`config.mk`:
```
export PLATFORM = sky130hd
export DESIGN_NAME = rgb_channel_fade
export DESIGN_NICKNAME = d
export VERILOG_FILES = /design/src/rcf_pkg.sv /design/src/rcf_fill.sv /design/src/rcf_lane.sv /design/src/rgb_channel_fade.sv
export SDC_FILE = /design/constraint.sdc
export NUM_CORES = 2
export LEC_CHECK = 0
export BUFFER_PORTS_ARGS = -buffer_cell sky130_fd_sc_hd__buf_2
export CORE_UTILIZATION = 35
export CTS_CLUSTER_DIAMETER = 150
export DETAILED_ROUTE_END_ITERATION = 10
export PLACE_DENSITY_LB_ADDON = 0.08
export SLEW_MARGIN = 20
export SYNTH_ARGS = -nofsm -noshare
export SYNTH_HDL_FRONTEND = slang
export SYNTH_SLANG_ARGS = --single-unit
```
`constraint.sdc`:
```
create_clock -name clk -period 7.6 [get_ports clk]
set_input_delay 0 -clock clk [delete_from_list [all_inputs] [get_ports clk]]
set_output_delay 0 -clock clk [all_outputs]
set_load 0.05 [all_outputs]
```
`src/rcf_pkg.sv`:
```
// Shared types, constants and helper functions for the RGB channel fade block.
`timescale 1ns / 1ps

package rcf_pkg;

	// Pixel and table geometry
	localparam int PIXEL_W    = 32;
	localparam int INDEX_BITS = 5;
	localparam int LOW_BITS   = 8 - INDEX_BITS;
	localparam int DEPTH      = 1 << INDEX_BITS;
	localparam int NUM_CH     = 3;
	localparam int POS_W      = 5;
	localparam int LOSS_W     = 3;
	localparam int PCT_W      = 8;
	localparam int LEVEL_W    = 8;

	// Channel slots
	localparam int CH_RED   = 0;
	localparam int CH_GREEN = 1;
	localparam int CH_BLUE  = 2;

	// Fade arithmetic
	localparam int PCT_UNITY   = 100;
	localparam int PCT_MAX     = 200;
	localparam int FULL_SCALE  = 255;
	localparam int NUM_W       = 15;   // holds up to 255*100
	localparam int RECIP       = 5243; // ceil(2^19 / 100)
	localparam int RECIP_W     = 13;
	localparam int RECIP_SHIFT = 19;
	localparam int PROD_W      = NUM_W + RECIP_W;

	// APB register map
	localparam int ADDR_W = 5;
	localparam int DATA_W = 32;

	typedef enum logic [2:0] {
		REG_RED_PCT   = 3'd0,
		REG_GREEN_PCT = 3'd1,
		REG_BLUE_PCT  = 3'd2,
		REG_RED_POS   = 3'd3,
		REG_GREEN_POS = 3'd4,
		REG_BLUE_POS  = 3'd5,
		REG_LOSSES    = 3'd6
	} rcf_reg_t;

	// Fade table write port, shared by all three lanes
	typedef struct packed {
		logic                                  en;
		logic [INDEX_BITS-1:0]                 addr;
		logic [NUM_CH-1:0][LEVEL_W-1:0]        level;
	} rcf_wr_t;

	// First fade stage: offset plus numerator still to be divided by 100
	typedef struct packed {
		logic [LEVEL_W-1:0] base;
		logic [NUM_W-1:0]   num;
	} rcf_prep_t;

	function automatic rcf_prep_t rcf_prep(input logic [INDEX_BITS-1:0] x,
		input logic [PCT_W-1:0] pct);
		logic [LEVEL_W-1:0] c;
		logic [PCT_W-1:0]   p;
		logic [15:0]        m;
		rcf_prep_t          r;
		c = {x, {LOW_BITS{1'b1}}};
		p = (pct > PCT_W'(PCT_MAX)) ? PCT_W'(PCT_MAX) : pct;
		if (p <= PCT_W'(PCT_UNITY)) begin
			r.base = '0;
			m = 16'(c) * 16'(p);
		end else begin
			r.base = c;
			m = 16'(LEVEL_W'(FULL_SCALE) - c) * 16'(p - PCT_W'(PCT_UNITY));
		end
		r.num = m[NUM_W-1:0];
		return r;
	endfunction

endpackage

```
`src/rcf_fill.sv`:
```
// Fade table sequencer: sweeps all indices and computes faded levels for each channel.
`timescale 1ns / 1ps

module rcf_fill (
	input  logic                                         clk,
	input  logic                                         arst_n,
	input  logic                                         start,
	input  logic [rcf_pkg::NUM_CH-1:0][rcf_pkg::PCT_W-1:0] pct,
	output rcf_pkg::rcf_wr_t                             wr,
	output logic                                         busy
);

	logic                                               issue_q;
	logic [rcf_pkg::INDEX_BITS-1:0]                     cnt_q;
	logic                                               vld_s1;
	logic                                               vld_s2;
	logic [rcf_pkg::INDEX_BITS-1:0]                     addr_s1;
	logic [rcf_pkg::INDEX_BITS-1:0]                     addr_s2;
	rcf_pkg::rcf_prep_t [rcf_pkg::NUM_CH-1:0]           prep_s1;
	logic [rcf_pkg::NUM_CH-1:0][rcf_pkg::LEVEL_W-1:0]   base_s2;
	logic [rcf_pkg::NUM_CH-1:0][rcf_pkg::PROD_W-1:0]    prod_s2;
	logic                                               wr_en_q;
	logic [rcf_pkg::INDEX_BITS-1:0]                     wr_addr_q;
	logic [rcf_pkg::NUM_CH-1:0][rcf_pkg::LEVEL_W-1:0]   wr_level_q;

	// Sweep counter; reset starts a fill straight away
	always_ff @(posedge clk or negedge arst_n) begin
		if (!arst_n) begin
			issue_q <= 1'b1;
			cnt_q   <= '0;
		end else if (start) begin
			issue_q <= 1'b1;
			cnt_q   <= '0;
		end else if (issue_q) begin
			cnt_q <= cnt_q + 1'b1;
			if (cnt_q == rcf_pkg::INDEX_BITS'(rcf_pkg::DEPTH - 1)) begin
				issue_q <= 1'b0;
			end
		end
	end

	// Stage valids and write enable
	always_ff @(posedge clk or negedge arst_n) begin
		if (!arst_n) begin
			vld_s1  <= 1'b0;
			vld_s2  <= 1'b0;
			wr_en_q <= 1'b0;
		end else begin
			vld_s1  <= issue_q;
			vld_s2  <= vld_s1;
			wr_en_q <= vld_s2;
		end
	end

	// Stage 1: offset and numerator (one 8x8 product per channel)
	always_ff @(posedge clk) begin
		addr_s1 <= cnt_q;
		for (int i = 0; i < rcf_pkg::NUM_CH; i++) begin
			prep_s1[i] <= rcf_pkg::rcf_prep(cnt_q, pct[i]);
		end
	end

	// Stage 2: divide by 100 through a reciprocal product
	always_ff @(posedge clk) begin
		addr_s2 <= addr_s1;
		for (int i = 0; i < rcf_pkg::NUM_CH; i++) begin
			base_s2[i] <= prep_s1[i].base;
			prod_s2[i] <= rcf_pkg::PROD_W'(prep_s1[i].num) *
				rcf_pkg::PROD_W'(rcf_pkg::RECIP);
		end
	end

	// Stage 3: add offset, present to table write port
	always_ff @(posedge clk) begin
		wr_addr_q <= addr_s2;
		for (int i = 0; i < rcf_pkg::NUM_CH; i++) begin
			wr_level_q[i] <= base_s2[i] +
				prod_s2[i][rcf_pkg::RECIP_SHIFT +: rcf_pkg::LEVEL_W];
		end
	end

	assign wr.en    = wr_en_q;
	assign wr.addr  = wr_addr_q;
	assign wr.level = wr_level_q;
	assign busy     = issue_q | vld_s1 | vld_s2 | wr_en_q;

endmodule

```
`src/rcf_lane.sv`:
```
// One color channel: index extraction, fade table memory and repacking.
`timescale 1ns / 1ps

module rcf_lane (
	input  logic                                clk,
	input  logic                                wr_en,
	input  logic [rcf_pkg::INDEX_BITS-1:0]      wr_addr,
	input  logic [rcf_pkg::LEVEL_W-1:0]         wr_level,
	input  logic                                rd_en,
	input  logic [rcf_pkg::PIXEL_W-1:0]         pixel,
	input  logic [rcf_pkg::POS_W-1:0]           pos,
	input  logic [rcf_pkg::LOSS_W-1:0]          loss,
	output logic [rcf_pkg::PIXEL_W-1:0]         chan_out
);

	logic [rcf_pkg::LEVEL_W-1:0]    mem [rcf_pkg::DEPTH];
	logic [rcf_pkg::LEVEL_W-1:0]    rd_level_q;
	logic [rcf_pkg::PIXEL_W-1:0]    shifted;
	logic [rcf_pkg::LEVEL_W-1:0]    field;
	logic [rcf_pkg::LEVEL_W-1:0]    full;
	logic [rcf_pkg::INDEX_BITS-1:0] idx;
	logic [rcf_pkg::LEVEL_W-1:0]    level_dn;

	// Extract channel field, rescale to 8 bits, keep top index bits
	always_comb begin
		shifted = pixel >> pos;
		field   = shifted[rcf_pkg::LEVEL_W-1:0] & (rcf_pkg::LEVEL_W'(8'hFF) >> loss);
		full    = field << loss;
		idx     = full[rcf_pkg::LEVEL_W-1 -: rcf_pkg::INDEX_BITS];
	end

	// Fade table: written by the fill sweep, read on accepted transactions
	always_ff @(posedge clk) begin
		if (wr_en) begin
			mem[wr_addr] <= wr_level;
		end
		if (rd_en) begin
			rd_level_q <= mem[idx];
		end
	end

	// Repack: drop low bits, move to channel position
	always_comb begin
		level_dn = rd_level_q >> loss;
		chan_out = rcf_pkg::PIXEL_W'(level_dn) << pos;
	end

endmodule

```
`src/rgb_channel_fade.sv`:
```
// Top level of the RGB per-channel fade block: register file, pipeline control, lanes.
//
//  channel   | direction | handshake         | payload
//  ----------+-----------+-------------------+-----------------------------
//  input     | in        | in_valid/in_stall | pixel_in[31:0]
//  output    | out       | out_valid/out_stall | pixel_out[31:0]
//  config    | in/out    | APB psel/penable  | paddr[4:0], pwdata/prdata
//
//  One pixel per clock unless stalled; each pixel passes the table read, then the output register.
//  After reset, and after any write to a percent register, a fill sweep
//  rewrites the 32-entry fade tables with in_stall held high.
//  Output stall holds the output register; a new pixel is still taken as long
//  as the table read stage can move on.
`timescale 1ns / 1ps

module rgb_channel_fade (
	input  logic                         clk,
	input  logic                         arst_n,
	input  logic                         in_valid,
	output logic                         in_stall,
	input  logic [rcf_pkg::PIXEL_W-1:0]  pixel_in,
	output logic                         out_valid,
	input  logic                         out_stall,
	output logic [rcf_pkg::PIXEL_W-1:0]  pixel_out,
	input  logic                         psel,
	input  logic                         penable,
	input  logic                         pwrite,
	input  logic [rcf_pkg::ADDR_W-1:0]   paddr,
	input  logic [rcf_pkg::DATA_W-1:0]   pwdata,
	output logic [rcf_pkg::DATA_W-1:0]   prdata,
	output logic                         pready
);

	logic [rcf_pkg::NUM_CH-1:0][rcf_pkg::PCT_W-1:0]  pct_q;
	logic [rcf_pkg::NUM_CH-1:0][rcf_pkg::POS_W-1:0]  pos_q;
	logic [rcf_pkg::NUM_CH*rcf_pkg::LOSS_W-1:0]      losses_q;
	logic [rcf_pkg::NUM_CH-1:0][rcf_pkg::LOSS_W-1:0] loss;
	logic [2:0]                                      reg_idx;
	logic                                            cfg_wr;
	logic                                            fill_start;
	logic                                            busy;
	rcf_pkg::rcf_wr_t                                tbl_wr;
	logic                                            accept;
	logic                                            adv;
	logic                                            s1_free;
	logic                                            vld_s1;
	logic                                            out_valid_q;
	logic [rcf_pkg::PIXEL_W-1:0]                     pixel_out_q;
	logic [rcf_pkg::NUM_CH-1:0][rcf_pkg::PIXEL_W-1:0] chan;

	assign pready  = 1'b1;
	assign reg_idx = paddr[4:2];
	assign cfg_wr  = psel & penable & pwrite;

	// Configuration registers
	always_ff @(posedge clk or negedge arst_n) begin
		if (!arst_n) begin
			pct_q[rcf_pkg::CH_RED]   <= rcf_pkg::PCT_W'(rcf_pkg::PCT_UNITY);
			pct_q[rcf_pkg::CH_GREEN] <= rcf_pkg::PCT_W'(rcf_pkg::PCT_UNITY);
			pct_q[rcf_pkg::CH_BLUE]  <= rcf_pkg::PCT_W'(rcf_pkg::PCT_UNITY);
			pos_q[rcf_pkg::CH_RED]   <= 5'd11;
			pos_q[rcf_pkg::CH_GREEN] <= 5'd5;
			pos_q[rcf_pkg::CH_BLUE]  <= 5'd0;
			losses_q                 <= 9'd211;
		end else if (cfg_wr) begin
			case (reg_idx)
				rcf_pkg::REG_RED_PCT:   pct_q[rcf_pkg::CH_RED]   <= pwdata[7:0];
				rcf_pkg::REG_GREEN_PCT: pct_q[rcf_pkg::CH_GREEN] <= pwdata[7:0];
				rcf_pkg::REG_BLUE_PCT:  pct_q[rcf_pkg::CH_BLUE]  <= pwdata[7:0];
				rcf_pkg::REG_RED_POS:   pos_q[rcf_pkg::CH_RED]   <= pwdata[4:0];
				rcf_pkg::REG_GREEN_POS: pos_q[rcf_pkg::CH_GREEN] <= pwdata[4:0];
				rcf_pkg::REG_BLUE_POS:  pos_q[rcf_pkg::CH_BLUE]  <= pwdata[4:0];
				rcf_pkg::REG_LOSSES:    losses_q                 <= pwdata[8:0];
				default: ;
			endcase
		end
	end

	// Register readback
	always_comb begin
		case (reg_idx)
			rcf_pkg::REG_RED_PCT:   prdata = 32'(pct_q[rcf_pkg::CH_RED]);
			rcf_pkg::REG_GREEN_PCT: prdata = 32'(pct_q[rcf_pkg::CH_GREEN]);
			rcf_pkg::REG_BLUE_PCT:  prdata = 32'(pct_q[rcf_pkg::CH_BLUE]);
			rcf_pkg::REG_RED_POS:   prdata = 32'(pos_q[rcf_pkg::CH_RED]);
			rcf_pkg::REG_GREEN_POS: prdata = 32'(pos_q[rcf_pkg::CH_GREEN]);
			rcf_pkg::REG_BLUE_POS:  prdata = 32'(pos_q[rcf_pkg::CH_BLUE]);
			rcf_pkg::REG_LOSSES:    prdata = 32'(losses_q);
			default:                prdata = '0;
		endcase
	end

	// Loss fields: red on top, blue at the bottom
	assign loss[rcf_pkg::CH_RED]   = losses_q[8:6];
	assign loss[rcf_pkg::CH_GREEN] = losses_q[5:3];
	assign loss[rcf_pkg::CH_BLUE]  = losses_q[2:0];

	// A percent change invalidates the fade tables
	assign fill_start = cfg_wr & ((reg_idx == rcf_pkg::REG_RED_PCT) |
		(reg_idx == rcf_pkg::REG_GREEN_PCT) | (reg_idx == rcf_pkg::REG_BLUE_PCT));

	rcf_fill u_fill (
		.clk    (clk),
		.arst_n (arst_n),
		.start  (fill_start),
		.pct    (pct_q),
		.wr     (tbl_wr),
		.busy   (busy)
	);

	// Pipeline control: table read stage then output register
	assign adv      = ~out_valid_q | ~out_stall;
	assign s1_free  = ~vld_s1 | adv;
	assign in_stall = busy | ~s1_free;
	assign accept   = in_valid & ~in_stall;

	for (genvar g = 0; g < rcf_pkg::NUM_CH; g++) begin : g_lane
		rcf_lane u_lane (
			.clk      (clk),
			.wr_en    (tbl_wr.en),
			.wr_addr  (tbl_wr.addr),
			.wr_level (tbl_wr.level[g]),
			.rd_en    (accept),
			.pixel    (pixel_in),
			.pos      (pos_q[g]),
			.loss     (loss[g]),
			.chan_out (chan[g])
		);
	end

	always_ff @(posedge clk or negedge arst_n) begin
		if (!arst_n) begin
			vld_s1      <= 1'b0;
			out_valid_q <= 1'b0;
		end else begin
			if (s1_free) begin
				vld_s1 <= accept;
			end
			if (adv) begin
				out_valid_q <= vld_s1;
			end
		end
	end

	// Output data: channels merged by OR
	always_ff @(posedge clk) begin
		if (adv && vld_s1) begin
			pixel_out_q <= chan[rcf_pkg::CH_RED] | chan[rcf_pkg::CH_GREEN] |
				chan[rcf_pkg::CH_BLUE];
		end
	end

	assign out_valid = out_valid_q;
	assign pixel_out = pixel_out_q;

endmodule
```
==> reports/results.txt <==
Seq/Total Area, Yosys = 43.1%
Drt pass-1 iters = 7
Hold violation total from the final report = 0
Antenna viol nets, final = 0
Total gr overflow = 0
Vias in the first global route = 45100
Post-synthesis instance total = 5725
First-pass GRT wire length = 295000 µm
Post-route clock period utilization = 89.3%
Min-delay worst type = in -> reg
IO Pins = 143
M1 WL = 89500 µm
RSZ-0062 raised after global routing = no
Slew margin rel. = 25.7%
Largest cells by area after synthesis = edfxtp_1, fa_1, ha_1
Die area = 0.195 mm²
Final Util = 39.3%
Die Height = 442 µm
PortBufs = 93
WL met3 = 8300 µm
Vias/cell = 5.23
CTS Root Cell = clkbuf_16
WS Path Type = reg -> reg
Synth unique cells = 103
Yosys top cell by area = edfxtp_1
Hpwl dp = 137000 µm
Worst slew pin tran = 1110 ps
DR top layer = met4
Share of cells above drive strength 1 = 12.3%
Initial antenna violation count = 4
DR iter-0 viols = 2931
Syn Area/Cell = 11.8 µm²
Placement Setup Slack = 536 ps
Initial Utilization = 35.4%
Drt drc = 0
Setup WS post-layout = 810 ps
Final GP Congestion = 0.931
Worst Setup SP = pct_q[16]$_DFFE_PN0P_
Top_reg_cell synth = edfxtp_1
Post-layout net count = 6768
Min Tclk post-route = 6790 ps
HP Start = pwrite
Sum Neg Setup Slack = 0 ps
Synthesized area = 0.0676 mm²
Via count = 43800
Commonest cells after routing, fill and taps aside = edfxtp_1, inv_1, ha_1, nand2_1, mux2i_1
Htree depth = 3
Outcome = complete, no violations
Synth top area share = 36.6%
Largest net degree at the start of global routing = 111
Worst-path fanout max = 9
Die Span X = 442 µm
Buffer count from post-CTS setup fixing = 0
Commonest non-fill, non-tap cell in the layout = edfxtp_1
Final WL = 196000 µm
Final setup fails = 0
Clock Skews = 70.4 ps
Row count = 160
Layout area overhead = 11.1%
Max Slew Vio Count = 0
WP data required = 8200 ps
Clk slew on worst S/H paths = 60 ps
Worst reg2reg startpoint = pct_q[16]$_DFFE_PN0P_
Fmax = 147 MHz
Metal2 WL = 92700 µm
CP Launch Type = flop
Ys Warns = 0
Gr usage total = 20.2%
Clock tree sinks = 1027
Core area = 0.191 mm²
Post-synth EDFFs = 824
Synthesized flop and latch total = 1027
Max_cap viols = 0
TritonCTS buffer count = 111
Async SR Flop Fraction = 5.74%
Arrival @ worst endpoint = 7390 ps
TritonCTS clock tree = done
DR WL/cell = 23.4 µm
Later-pin clock latency in the skew report = 770 ps
Critical Path End Type = flop
Clk buf depth = 3
[cell type report]
| class | count | area, µm² |
|---|---|---|
| antenna | 2 | 5.00 |
| timing repair buffer | 213 | 1580 |
| multi-input combinational | 3693 | 34800 |
| sequential | 1027 | 29200 |
| fill | 18500 | 116000 |
| inverter | 711 | 2670 |
| tap | 2511 | 3140 |
| clock inverter | 53 | 606 |
| clock buffer | 158 | 3160 |
[flip-flops by register name, summed over array words and instances, names as in the netlist, 18 cells and up]
name                      cells
g_lane.u_lane.mem           768
u_fill.prep_s1               63
pixel_out                    32
g_lane.u_lane.rd_level_q     24
pct_q                        24
u_fill.prod_s2               24
u_fill.wr                    24
u_fill.base_s2               18
[worst paths after layout]
kind                       cells past startpoint  slack, ps                     endpoint
max                                           25        810   u_fill.prep_s1[60]$_DFF_P_
min                                            4         40      losses_q[4]$_DFFE_PN1P_
max reg2reg                                   25        810   u_fill.prep_s1[60]$_DFF_P_
min reg2reg                                    0        320   u_fill.base_s2[19]$_DFF_P_
max in group asynchronous                      4       6350  u_fill.cnt_q[3]$_DFFE_PN0P_
min in group asynchronous                      4        560        out_valid$_DFFE_PN0P_
[metal layers]
metal  up-vias  global-route usage (%)
met3       275                    2.72
met4         0                    5.54
met2       969                    33.0
met1     22200                    28.0
li1      20300                       -
met5         -                       0
[logic make-up (layout without fill, tap and decap cells)]
kind of cell | count (synthesis) | count (layout) | synth area share [%]
AOI/OAI and AO/OA | 724 | 724 | 7.65
DFF | 1027 | 1027 | 43.1
xor gates and xnor gates | 146 | 146 | 1.89
buffers and inverters | 1027 | 1135 | 6.15
adders and majority gates | 935 | 935 | 21.4
and+or+nand+nor | 1262 | 1262 | 8.97
muxes | 602 | 602 | 10.8
other | 2 | 26 | 0.0111
[per-stage QoR]
step	hold slack, ps	instances	area, µm²
3_3_place_gp	264	8130	71000
5_1_grt	56.4	8367	75100
4_1_cts	5.22	8366	75100
6_report	35.9	8368	75100
3_5_place_dp	257	8135	71100
2_1_floorplan	-296	5747	67700
[cell usage after synthesis (78+ instances only)]
| master | number |
|---|---|
| o21ai_0 | 111 |
| fa_1 | 369 |
| mux4_2 | 96 |
| nand2_1 | 431 |
| mux2_2 | 78 |
| clkbuf_1 | 183 |
| a21oi_1 | 119 |
| nand3_1 | 118 |
| dfxtp_1 | 144 |
| inv_1 | 701 |
| xnor2_1 | 113 |
| nor2_1 | 302 |
| mux2i_1 | 422 |
| edfxtp_1 | 824 |
| ha_1 | 566 |
[repair_timing]
item	4_1_cts	5_1_grt
endpoints found under the setup margin	0	1
hold endpoints to repair	165	0
hold buffers	20	0
gates resized for setup	0	1
[worst max-delay path, stage by stage (launching register included)]
cell,delay [ps]
dfrtp_1,450
o31a_1,330
o311ai_2,460
nand2b_1,380
inv_1,230
ha_1,170
a21boi_0,330
xnor2_1,220
or2_2,330
fa_1,360
inv_1,80
fa_1,420
ha_1,290
ha_1,280
ha_1,300
fa_1,440
ha_1,310
inv_1,80
nor2_1,40
nor2_1,150
o21bai_1,80
a21oi_1,240
o21bai_1,100
a21oi_1,230
xnor2_1,110
a221oi_1,280
Power is not shown: default switching activity piles up to over one toggle a cycle in this logic, so the estimate is an artifact.
